**config.mk**
```make
export PLATFORM = sky130hd
export DESIGN_NAME = pending_request_timeout_table
export DESIGN_NICKNAME = d
export VERILOG_FILES = /design/src/hdl/prtt_pkg.sv /design/src/hdl/pending_request_timeout_table.sv /design/src/hdl/prtt_cell.sv /design/src/hdl/prtt_ctrl.sv
export SDC_FILE = /design/constraint.sdc
export NUM_CORES = 1
export LEC_CHECK = 0
export ABC_CLOCK_PERIOD_IN_PS = 22200
export BUFFER_PORTS_ARGS = -buffer_cell sky130_fd_sc_hd__buf_2
export CORE_MARGIN = 2
export CORE_UTILIZATION = 40
export DETAILED_ROUTE_END_ITERATION = 6
export PLACE_DENSITY = 0.66
export SLEW_MARGIN = 25
export SYNTH_ARGS = -nofsm -noshare
export SYNTH_HDL_FRONTEND = slang
export SYNTH_SLANG_ARGS = --single-unit
```
**constraint.sdc**
```tcl
create_clock -name clk -period 22.2 [get_ports clk]
set_input_delay 2.22 -clock clk [delete_from_list [all_inputs] [get_ports clk]]
set_output_delay 2.22 -clock clk [all_outputs]
set_load 0.05 [all_outputs]
```
**src/hdl/prtt_pkg.sv**
```systemverilog
`timescale 1ns / 1ps
// ----------------------------------------------------------------------------
// prtt_pkg
// shared types and constants for the pending request timeout table
// ----------------------------------------------------------------------------
package prtt_pkg;

    localparam int SLOTS_DEFAULT = 8;
    localparam int MAX_RESULTS = 8;
    localparam int CNT_W = 4;
    localparam logic [31:0] DEFAULT_TIMEOUT_RESET = 32'd5000;

    typedef enum logic [1:0] {
        OP_ISSUE  = 2'd0,
        OP_RESP   = 2'd1,
        OP_SWEEP  = 2'd2,
        OP_CANCEL = 2'd3
    } opcode_t;

    typedef enum logic [2:0] {
        OC_ISSUED  = 3'd0,
        OC_FULL    = 3'd1,
        OC_SUCCESS = 3'd2,
        OC_TIMEOUT = 3'd3,
        OC_CANCEL  = 3'd4
    } outcome_t;

    typedef enum logic [1:0] {
        ST_IDLE,
        ST_WALK,
        ST_FLUSH
    } state_t;

    typedef struct packed {
        logic        active;
        logic [31:0] id;
        logic [31:0] deadline;
        logic [15:0] tag;
    } slot_entry_t;

endpackage

```
**src/hdl/pending_request_timeout_table.sv**
```systemverilog
`timescale 1ns / 1ps
// ----------------------------------------------------------------------------
// pending_request_timeout_table
// outstanding request table with deadlines, held in a rotating ring of cells
// ----------------------------------------------------------------------------
//  channel   handshake             payload
//  cfg       cfg_we                cfg_wdata (default timeout)
//  in        in_valid / in_ready   opcode, req_id, req_timeout, caller_tag, now_ms
//  out       out_valid / out_ready outcome, slot, out_id, out_tag, last
//
//  in a transaction the ring rotates once past the
//  single comparator at its head, then the held result is flushed
//  in_ready is high only between transactions
//  results stall the ring only when a second result meets a full output
//  register; after reset all slots are free, no clearing pass
// ----------------------------------------------------------------------------
module pending_request_timeout_table #(
    parameter int SLOTS = prtt_pkg::SLOTS_DEFAULT
) (
    input  logic        clk,
    input  logic        rst_n,
    input  logic        cfg_we,
    input  logic [31:0] cfg_wdata,
    input  logic        in_valid,
    output logic        in_ready,
    input  logic [1:0]  opcode,
    input  logic [31:0] req_id,
    input  logic [31:0] req_timeout,
    input  logic [15:0] caller_tag,
    input  logic [31:0] now_ms,
    output logic        out_valid,
    input  logic        out_ready,
    output logic [2:0]  outcome,
    output logic [2:0]  slot,
    output logic [31:0] out_id,
    output logic [15:0] out_tag,
    output logic        last
);

    prtt_pkg::slot_entry_t ring_q [SLOTS];
    prtt_pkg::slot_entry_t tail;
    logic                  shift_en;

    genvar g;
    generate
        for (g = 0; g < SLOTS; g++)
        begin : g_cell
            prtt_pkg::slot_entry_t d;
            if (g == SLOTS - 1)
            begin : g_tail
                assign d = tail;
            end
            else
            begin : g_mid
                assign d = ring_q[g + 1];
            end

            prtt_cell u_cell (
                .clk      (clk),
                .rst_n    (rst_n),
                .shift_en (shift_en),
                .d        (d),
                .q        (ring_q[g])
            );
        end
    endgenerate

    prtt_ctrl #(
        .SLOTS (SLOTS)
    ) u_ctrl (
        .clk         (clk),
        .rst_n       (rst_n),
        .cfg_we      (cfg_we),
        .cfg_wdata   (cfg_wdata),
        .in_valid    (in_valid),
        .in_ready    (in_ready),
        .opcode      (opcode),
        .req_id      (req_id),
        .req_timeout (req_timeout),
        .caller_tag  (caller_tag),
        .now_ms      (now_ms),
        .head        (ring_q[0]),
        .tail        (tail),
        .shift_en    (shift_en),
        .out_valid   (out_valid),
        .out_ready   (out_ready),
        .outcome     (outcome),
        .slot        (slot),
        .out_id      (out_id),
        .out_tag     (out_tag),
        .last        (last)
    );

endmodule

```
**src/hdl/prtt_cell.sv**
```systemverilog
`timescale 1ns / 1ps
// ----------------------------------------------------------------------------
// prtt_cell
// one table entry in the rotating ring, loads its neighbour on each shift
// ----------------------------------------------------------------------------
module prtt_cell (
    input  logic                 clk,
    input  logic                 rst_n,
    input  logic                 shift_en,
    input  prtt_pkg::slot_entry_t d,
    output prtt_pkg::slot_entry_t q
);

    logic        active_reg;
    logic [31:0] id_reg;
    logic [31:0] deadline_reg;
    logic [15:0] tag_reg;

    always_ff @(posedge clk or negedge rst_n)
    begin
        if (!rst_n)
        begin
            active_reg <= 1'b0;
        end
        else if (shift_en)
        begin
            active_reg <= d.active;
        end
    end

    always_ff @(posedge clk)
    begin
        if (shift_en)
        begin
            id_reg       <= d.id;
            deadline_reg <= d.deadline;
            tag_reg      <= d.tag;
        end
    end

    assign q.active   = active_reg;
    assign q.id       = id_reg;
    assign q.deadline = deadline_reg;
    assign q.tag      = tag_reg;

endmodule

```
**src/hdl/prtt_ctrl.sv**
```systemverilog
`timescale 1ns / 1ps
// ----------------------------------------------------------------------------
// prtt_ctrl
// head-of-ring sequencer: checks one entry per cycle unless a result stalls the ring, and builds the results
// ----------------------------------------------------------------------------
module prtt_ctrl #(
    parameter int SLOTS = prtt_pkg::SLOTS_DEFAULT
) (
    input  logic                  clk,
    input  logic                  rst_n,
    input  logic                  cfg_we,
    input  logic [31:0]           cfg_wdata,
    input  logic                  in_valid,
    output logic                  in_ready,
    input  logic [1:0]            opcode,
    input  logic [31:0]           req_id,
    input  logic [31:0]           req_timeout,
    input  logic [15:0]           caller_tag,
    input  logic [31:0]           now_ms,
    input  prtt_pkg::slot_entry_t head,
    output prtt_pkg::slot_entry_t tail,
    output logic                  shift_en,
    output logic                  out_valid,
    input  logic                  out_ready,
    output logic [2:0]            outcome,
    output logic [2:0]            slot,
    output logic [31:0]           out_id,
    output logic [15:0]           out_tag,
    output logic                  last
);

    localparam int IDX_W = (SLOTS > 1) ? $clog2(SLOTS) : 1;

    prtt_pkg::state_t      state_reg, state_next;
    prtt_pkg::opcode_t     op_reg, op_next;
    logic [31:0]           dflt_reg, dflt_next;
    logic [31:0]           id_reg, id_next;
    logic [15:0]           tag_reg, tag_next;
    logic [31:0]           now_reg, now_next;
    logic [31:0]           dl_reg, dl_next;
    logic [IDX_W-1:0]      idx_reg, idx_next;
    logic                  done_reg, done_next;
    logic [prtt_pkg::CNT_W-1:0] cnt_reg, cnt_next;

    logic                  pend_valid_reg, pend_valid_next;
    prtt_pkg::outcome_t    pend_oc_reg, pend_oc_next;
    logic [2:0]            pend_slot_reg, pend_slot_next;
    logic [31:0]           pend_id_reg, pend_id_next;
    logic [15:0]           pend_tag_reg, pend_tag_next;

    logic                  out_valid_reg, out_valid_next;
    prtt_pkg::outcome_t    out_oc_reg, out_oc_next;
    logic [2:0]            out_slot_reg, out_slot_next;
    logic [31:0]           out_id_reg, out_id_next;
    logic [15:0]           out_tag_reg, out_tag_next;
    logic                  out_last_reg, out_last_next;

    logic                  reached;
    logic                  hit;
    logic                  out_free;
    logic                  room;
    prtt_pkg::outcome_t    hit_oc;
    logic [31:0]           wrap_diff;

    // control registers
    always_ff @(posedge clk or negedge rst_n)
    begin
        if (!rst_n)
        begin
            state_reg      <= prtt_pkg::ST_IDLE;
            dflt_reg       <= prtt_pkg::DEFAULT_TIMEOUT_RESET;
            idx_reg        <= '0;
            done_reg       <= 1'b0;
            cnt_reg        <= '0;
            pend_valid_reg <= 1'b0;
            out_valid_reg  <= 1'b0;
        end
        else
        begin
            state_reg      <= state_next;
            dflt_reg       <= dflt_next;
            idx_reg        <= idx_next;
            done_reg       <= done_next;
            cnt_reg        <= cnt_next;
            pend_valid_reg <= pend_valid_next;
            out_valid_reg  <= out_valid_next;
        end
    end

    // payload registers
    always_ff @(posedge clk)
    begin
        op_reg        <= op_next;
        id_reg        <= id_next;
        tag_reg       <= tag_next;
        now_reg       <= now_next;
        dl_reg        <= dl_next;
        pend_oc_reg   <= pend_oc_next;
        pend_slot_reg <= pend_slot_next;
        pend_id_reg   <= pend_id_next;
        pend_tag_reg  <= pend_tag_next;
        out_oc_reg    <= out_oc_next;
        out_slot_reg  <= out_slot_next;
        out_id_reg    <= out_id_next;
        out_tag_reg   <= out_tag_next;
        out_last_reg  <= out_last_next;
    end

    // signed wrap difference, deadline reached when non-negative
    assign wrap_diff = now_reg - head.deadline;
    assign reached   = ~wrap_diff[31];
    assign out_free  = !out_valid_reg || out_ready;
    assign room      = (cnt_reg < prtt_pkg::CNT_W'(prtt_pkg::MAX_RESULTS));

    always_comb
    begin
        hit    = 1'b0;
        hit_oc = prtt_pkg::OC_ISSUED;
        tail   = head;
        case (op_reg)
            prtt_pkg::OP_ISSUE:
            begin
                if (!done_reg && !head.active)
                begin
                    hit           = 1'b1;
                    hit_oc        = prtt_pkg::OC_ISSUED;
                    tail.active   = 1'b1;
                    tail.id       = id_reg;
                    tail.deadline = dl_reg;
                    tail.tag      = tag_reg;
                end
            end
            prtt_pkg::OP_RESP:
            begin
                if (!done_reg && head.active && head.id == id_reg)
                begin
                    hit         = 1'b1;
                    hit_oc      = reached ? prtt_pkg::OC_TIMEOUT : prtt_pkg::OC_SUCCESS;
                    tail.active = 1'b0;
                end
            end
            prtt_pkg::OP_SWEEP:
            begin
                if (head.active && reached && room)
                begin
                    hit         = 1'b1;
                    hit_oc      = prtt_pkg::OC_TIMEOUT;
                    tail.active = 1'b0;
                end
            end
            prtt_pkg::OP_CANCEL:
            begin
                if (head.active && room)
                begin
                    hit         = 1'b1;
                    hit_oc      = prtt_pkg::OC_CANCEL;
                    tail.active = 1'b0;
                end
            end
            default:
            begin
                hit = 1'b0;
            end
        endcase
    end

    always_comb
    begin
        state_next      = state_reg;
        op_next         = op_reg;
        dflt_next       = dflt_reg;
        id_next         = id_reg;
        tag_next        = tag_reg;
        now_next        = now_reg;
        dl_next         = dl_reg;
        idx_next        = idx_reg;
        done_next       = done_reg;
        cnt_next        = cnt_reg;
        pend_valid_next = pend_valid_reg;
        pend_oc_next    = pend_oc_reg;
        pend_slot_next  = pend_slot_reg;
        pend_id_next    = pend_id_reg;
        pend_tag_next   = pend_tag_reg;
        out_valid_next  = out_valid_reg && !out_ready;
        out_oc_next     = out_oc_reg;
        out_slot_next   = out_slot_reg;
        out_id_next     = out_id_reg;
        out_tag_next    = out_tag_reg;
        out_last_next   = out_last_reg;
        in_ready        = 1'b0;
        shift_en        = 1'b0;

        if (cfg_we)
        begin
            dflt_next = cfg_wdata;
        end

        case (state_reg)
            prtt_pkg::ST_IDLE:
            begin
                in_ready = 1'b1;
                if (in_valid)
                begin
                    op_next    = prtt_pkg::opcode_t'(opcode);
                    id_next    = req_id;
                    tag_next   = caller_tag;
                    now_next   = now_ms;
                    dl_next    = now_ms + ((req_timeout != 32'd0) ? req_timeout : dflt_reg);
                    idx_next   = '0;
                    done_next  = 1'b0;
                    cnt_next   = '0;
                    state_next = prtt_pkg::ST_WALK;
                end
            end
            prtt_pkg::ST_WALK:
            begin
                if (!(hit && pend_valid_reg && !out_free))
                begin
                    shift_en = 1'b1;
                    if (hit)
                    begin
                        if (pend_valid_reg)
                        begin
                            out_valid_next = 1'b1;
                            out_oc_next    = pend_oc_reg;
                            out_slot_next  = pend_slot_reg;
                            out_id_next    = pend_id_reg;
                            out_tag_next   = pend_tag_reg;
                            out_last_next  = 1'b0;
                        end
                        pend_valid_next = 1'b1;
                        pend_oc_next    = hit_oc;
                        pend_slot_next  = 3'(idx_reg);
                        pend_id_next    = tail.id;
                        pend_tag_next   = tail.tag;
                        done_next       = 1'b1;
                        cnt_next        = cnt_reg + prtt_pkg::CNT_W'(1);
                    end
                    if (idx_reg == IDX_W'(SLOTS - 1))
                    begin
                        idx_next   = '0;
                        state_next = prtt_pkg::ST_FLUSH;
                    end
                    else
                    begin
                        idx_next = idx_reg + IDX_W'(1);
                    end
                end
            end
            prtt_pkg::ST_FLUSH:
            begin
                if (op_reg == prtt_pkg::OP_ISSUE && !done_reg)
                begin
                    // table full
                    if (out_free)
                    begin
                        out_valid_next = 1'b1;
                        out_oc_next    = prtt_pkg::OC_FULL;
                        out_slot_next  = 3'd0;
                        out_id_next    = id_reg;
                        out_tag_next   = tag_reg;
                        out_last_next  = 1'b1;
                        state_next     = prtt_pkg::ST_IDLE;
                    end
                end
                else if (pend_valid_reg)
                begin
                    if (out_free)
                    begin
                        out_valid_next  = 1'b1;
                        out_oc_next     = pend_oc_reg;
                        out_slot_next   = pend_slot_reg;
                        out_id_next     = pend_id_reg;
                        out_tag_next    = pend_tag_reg;
                        out_last_next   = 1'b1;
                        pend_valid_next = 1'b0;
                        state_next      = prtt_pkg::ST_IDLE;
                    end
                end
                else
                begin
                    state_next = prtt_pkg::ST_IDLE;
                end
            end
            default:
            begin
                state_next = prtt_pkg::ST_IDLE;
            end
        endcase
    end

    assign out_valid = out_valid_reg;
    assign outcome   = out_oc_reg;
    assign slot      = out_slot_reg;
    assign out_id    = out_id_reg;
    assign out_tag   = out_tag_reg;
    assign last      = out_last_reg;

endmodule

```
==> metrics.md <==
| Metric | Value |
|---|---|
| Result of the run | `complete, no violations` |
| Primary flip-flop cell chosen by synthesis mapping | `edfxtp_1` |
| Net switching power of the design | `1.51 mW` |
| P per Cell Area | `138 nW/um^2` |
| Startpoint types | `input port` |
| Antenna violations before repair | `10` |
| DIE HEIGHT | `290 um` |
| Gr ovfl total | `0` |
| End point of the most critical hold path | `g_cell[0].u_cell.deadline_reg[13]$_DFFE_PP_` |
| Number of flops mapped to enable cells by yosys | `863` |
| Layout cell share with drive strength beyond 1 | `25.6%` |
| CTS tree | `yes` |
| Kind of critical path | `input port to register` |
| Setup repair after global routing missed its margin | `no` |
| Initial core utilization | `40.5%` |
| Top post-synthesis cells by area | `edfxtp_1, mux2_2, dfrtp_1` |
| Reported leakage power | `13.5 nW` |
| Number of DRC markers after the initial detailed-route iteration | `1393` |
| Sequential element share of the synthesized area | `83.2%` |
| Final worst-path cycle share | `29.2%` |
| Class of the tightest hold or removal check | `register to register` |
| # fillers | `6655` |
| Vias per cell | `4.95` |
| Final Wtd Congestion | `0.857` |
| Post-detailed-placement half-perimeter wirelength | `35.8 mm` |
| Clock tree root buffer cell | `clkbuf_16` |
| Mapped cell area | `32700 sq um` |
| Reg2reg path depth | `15` |
| Clock-pin slew on the worst setup and hold paths | `0.06 ns` |
| R2R setup slack | `16.55 ns` |
| Worst reg2reg endpoint | `g_cell[7].u_cell.deadline_reg[20]$_DFFE_PP_` |
| Fin nets | `2144` |
| Number of placed instances, taps included | `2889` |
| Beginning of the worst register-to-register path | `g_cell[0].u_cell.deadline_reg[28]$_DFFE_PP_` |
| DRC | `0` |
| Quantity of I/O buffers inserted on ports | `207` |
| Most frequently used cell type in the post-synthesis netlist | `edfxtp_1` |
| Total power | `5.27 mW` |
| Most frequent cells after synthesis | `edfxtp_1, mux2_2, ha_1` |
| Max Root-Sink Buffers | `3` |
| Die Outline Area | `84100 sq um` |
| Routed length per instance | `19.3 um` |
| Number of global-route vias before repair | `15700` |
| Share of total power in sequential cells | `54.4%` |
| Horiz. Die Dim | `290 um` |
| Proportion of register bits with asynchronous set or reset after synthesis | `5.68%` |
| Library cell with the largest summed area after synthesis | `edfxtp_1` |
| Clk sink count | `915` |
| Number of non-filler instances in the completed layout | `3062` |
| Slew Limit Headroom | `30.5%` |
| Hold violation count in the final report | `0` |
| Warnings from Yosys | `0` |
| Post-detailed-route count of antenna-violating nets | `0` |
| Flip-flop and latch count after synthesis | `915` |
| Combinational cell fraction of total power | `17.6%` |
| Hold depth | `0` |
| Ports placed on the boundary | `208` |
| # Post-CTS Setup Buffers | `0` |
| Worst voltage drop across the vdd grid | `93.0 uV` |
| Total internal power | `3.76 mW` |
| Max Slew Vio Count | `0` |
| Type of destination of the critical path | `register` |
| Total wirelength of the detailed-routed design | `59.0 mm` |
| Placeable core area | `80800 sq um` |
| Arr. time, crit path | `6.86 ns` |
| Largest net degree at the start of global routing | `198` |
| Number of buffers added to fix hold violations after cts | `0` |
| Synthesized Nets | `1861` |
| Number of rows created at floorplan | `104` |
| H-tree lvl count | `3` |
| Time the final worst path needs with I/O delays and setup | `6.48 ns` |
| Worst-path fanout max | `19` |
| Router iterations before antenna repair | `5` |
| Max-cap viol count | `0` |
| Pin slew with the least headroom to its limit | `1.04 ns` |
| Setup-violating endpoint count in the final report | `0` |
| Number of distinct library cells after synthesis | `58` |
| Fmax | `154 MHz` |
| Mean cell area of the mapped netlist | `19.9 sq um` |
| Min-delay src | `g_cell[1].u_cell.deadline_reg[13]$_DFFE_PP_` |
| Final worst clock skew | `0.0381 ns` |
| Total global routing track utilization | `13.9%` |
| Share of the synthesized area in the top cell type | `79.2%` |
| Clock power frac | `28.1%` |
| Switching portion of total power | `28.6%` |
| Syn Inst Count | `1641` |
| Wire length of the first global-routing pass | `90.8 mm` |
| Post-cts repair resize count | `0` |
| Setup TNS after final layout | `0 ns` |
| Total CTS buffers | `92` |
| Area growth from synthesis to layout | `16.3%` |
| Data required, critical path | `22.58 ns` |
| Via count | `15200` |
| Insertion delay of the later-clocked pin in the worst-skew pair | `0.64 ns` |
-- per-stage QoR --
step                hold slack (ns)  utilization [%]  setup WS, ns  instance area (sq um)
floorplan                     0.400                -          6.38                  32700
global placement              0.400             43.4         15.23                  35100
detailed placement            0.405             43.4         15.08                  35100
CTS                           0.397             47.0         15.78                  38000
global route                  0.404             47.1         15.54                  38000
finish                        0.390             47.1         15.72                  38000
-- worst max-delay path, stage by stage --
cell	delay (ns)
buf_2	0.14
nor4_1	0.71
nand4_1	0.28
nor2_2	0.48
buf_4	0.36
a21o_1	0.16
ha_1	0.26
o21ai_0	0.12
a21boi_0	0.12
o21ai_0	0.25
o211a_1	0.20
o211ai_1	0.13
a311oi_1	0.45
o21ai_0	0.28
a221o_1	0.41
a21oi_1	0.20
xnor2_1	0.09
-- cells in the final DEF, fill, tap and decap left out, drive strengths merged, types with 4 or more instances in the layout --
master	netlist	final
nor4	11	11
ha	68	68
o211ai	8	8
dfstp	5	5
edfxtp	863	863
and3	5	5
nand2b	5	5
clkbuf	25	114
nand4	22	22
nand2	58	58
buf	6	220
xnor2	51	51
and2	4	4
o21ai	46	46
xor2	13	13
a31oi	5	5
nand3	14	14
a21o	57	57
o21bai	4	4
nor2	28	28
inv	46	49
mux2	139	139
nor2b	13	13
nor3	10	10
bufinv	0	5
clkinv	0	43
clkinvlp	0	5
dfrtp	47	47
a21oi	43	43
o21a	4	4
a211oi	6	6
-- worst max path at each step --
| stage | end | slack, ns | from | depth (start not counted) |
|---|---|---|---|---|
| floorplan | g_cell[0].u_cell.deadline_reg[0]$_DFFE_PP_ | 6.38 | out_ready | 4 |
| global placement | u_ctrl.dl_reg[31]$_DFFE_PP_ | 15.23 | req_timeout[20] | 17 |
| detailed placement | u_ctrl.dl_reg[31]$_DFFE_PP_ | 15.08 | req_timeout[20] | 17 |
| CTS | u_ctrl.dl_reg[31]$_DFFE_PP_ | 15.78 | req_timeout[20] | 17 |
| global route | u_ctrl.dl_reg[31]$_DFFE_PP_ | 15.54 | req_timeout[20] | 17 |
| finish | u_ctrl.dl_reg[31]$_DFFE_PP_ | 15.72 | req_timeout[20] | 17 |
-- logic make-up (layout without fill, tap and decap cells) --
| kind of cell | after synthesis | after routing | synth area share [%] |
|---|---|---|---|
| flops | 915 | 915 | 83.2 |
| simple gates | 181 | 181 | 2.77 |
| compound gates | 195 | 195 | 3.91 |
| xor+xnor | 64 | 64 | 1.71 |
| mux | 140 | 140 | 4.82 |
| other cells | 0 | 2 | 0 |
| buf+inv | 77 | 436 | 0.907 |
| fa+ha+maj | 69 | 69 | 2.66 |
-- per-layer routing --
layer	share of wire (%)	vias up	global-route usage [%]	wire (um)
met3	4.7	120	2.76	2780
li1	-	6968	-	-
met5	0.058	-	0	34
met4	2.8	6	5.34	1630
met2	45	355	20.8	26400
met1	48	7718	20.2	28100
-- power groups by stage --
stage	Combinational (mW)	Sequential, mW	Clock [mW]
4_1_cts	0.935	2.88	1.53
5_1_grt	1.01	2.92	1.60
2_1_floorplan	0.471	3.28	0
3_3_place_gp	0.905	2.88	0
6_report	0.925	2.86	1.48
3_5_place_dp	0.931	2.90	0
-- layout make-up --
type	count	area, sq um	area share, %
clock inverters	56	475	1.25
flip-flops and latches	915	27200	71.5
inverters	46	190	0.500
well taps	1060	1330	3.49
diodes	2	5.00	0.0132
multi-input cells	649	5220	13.7
repair buffers	220	1180	3.11
clock buffers	114	2420	6.37
Power figures use the tool's default switching activity.
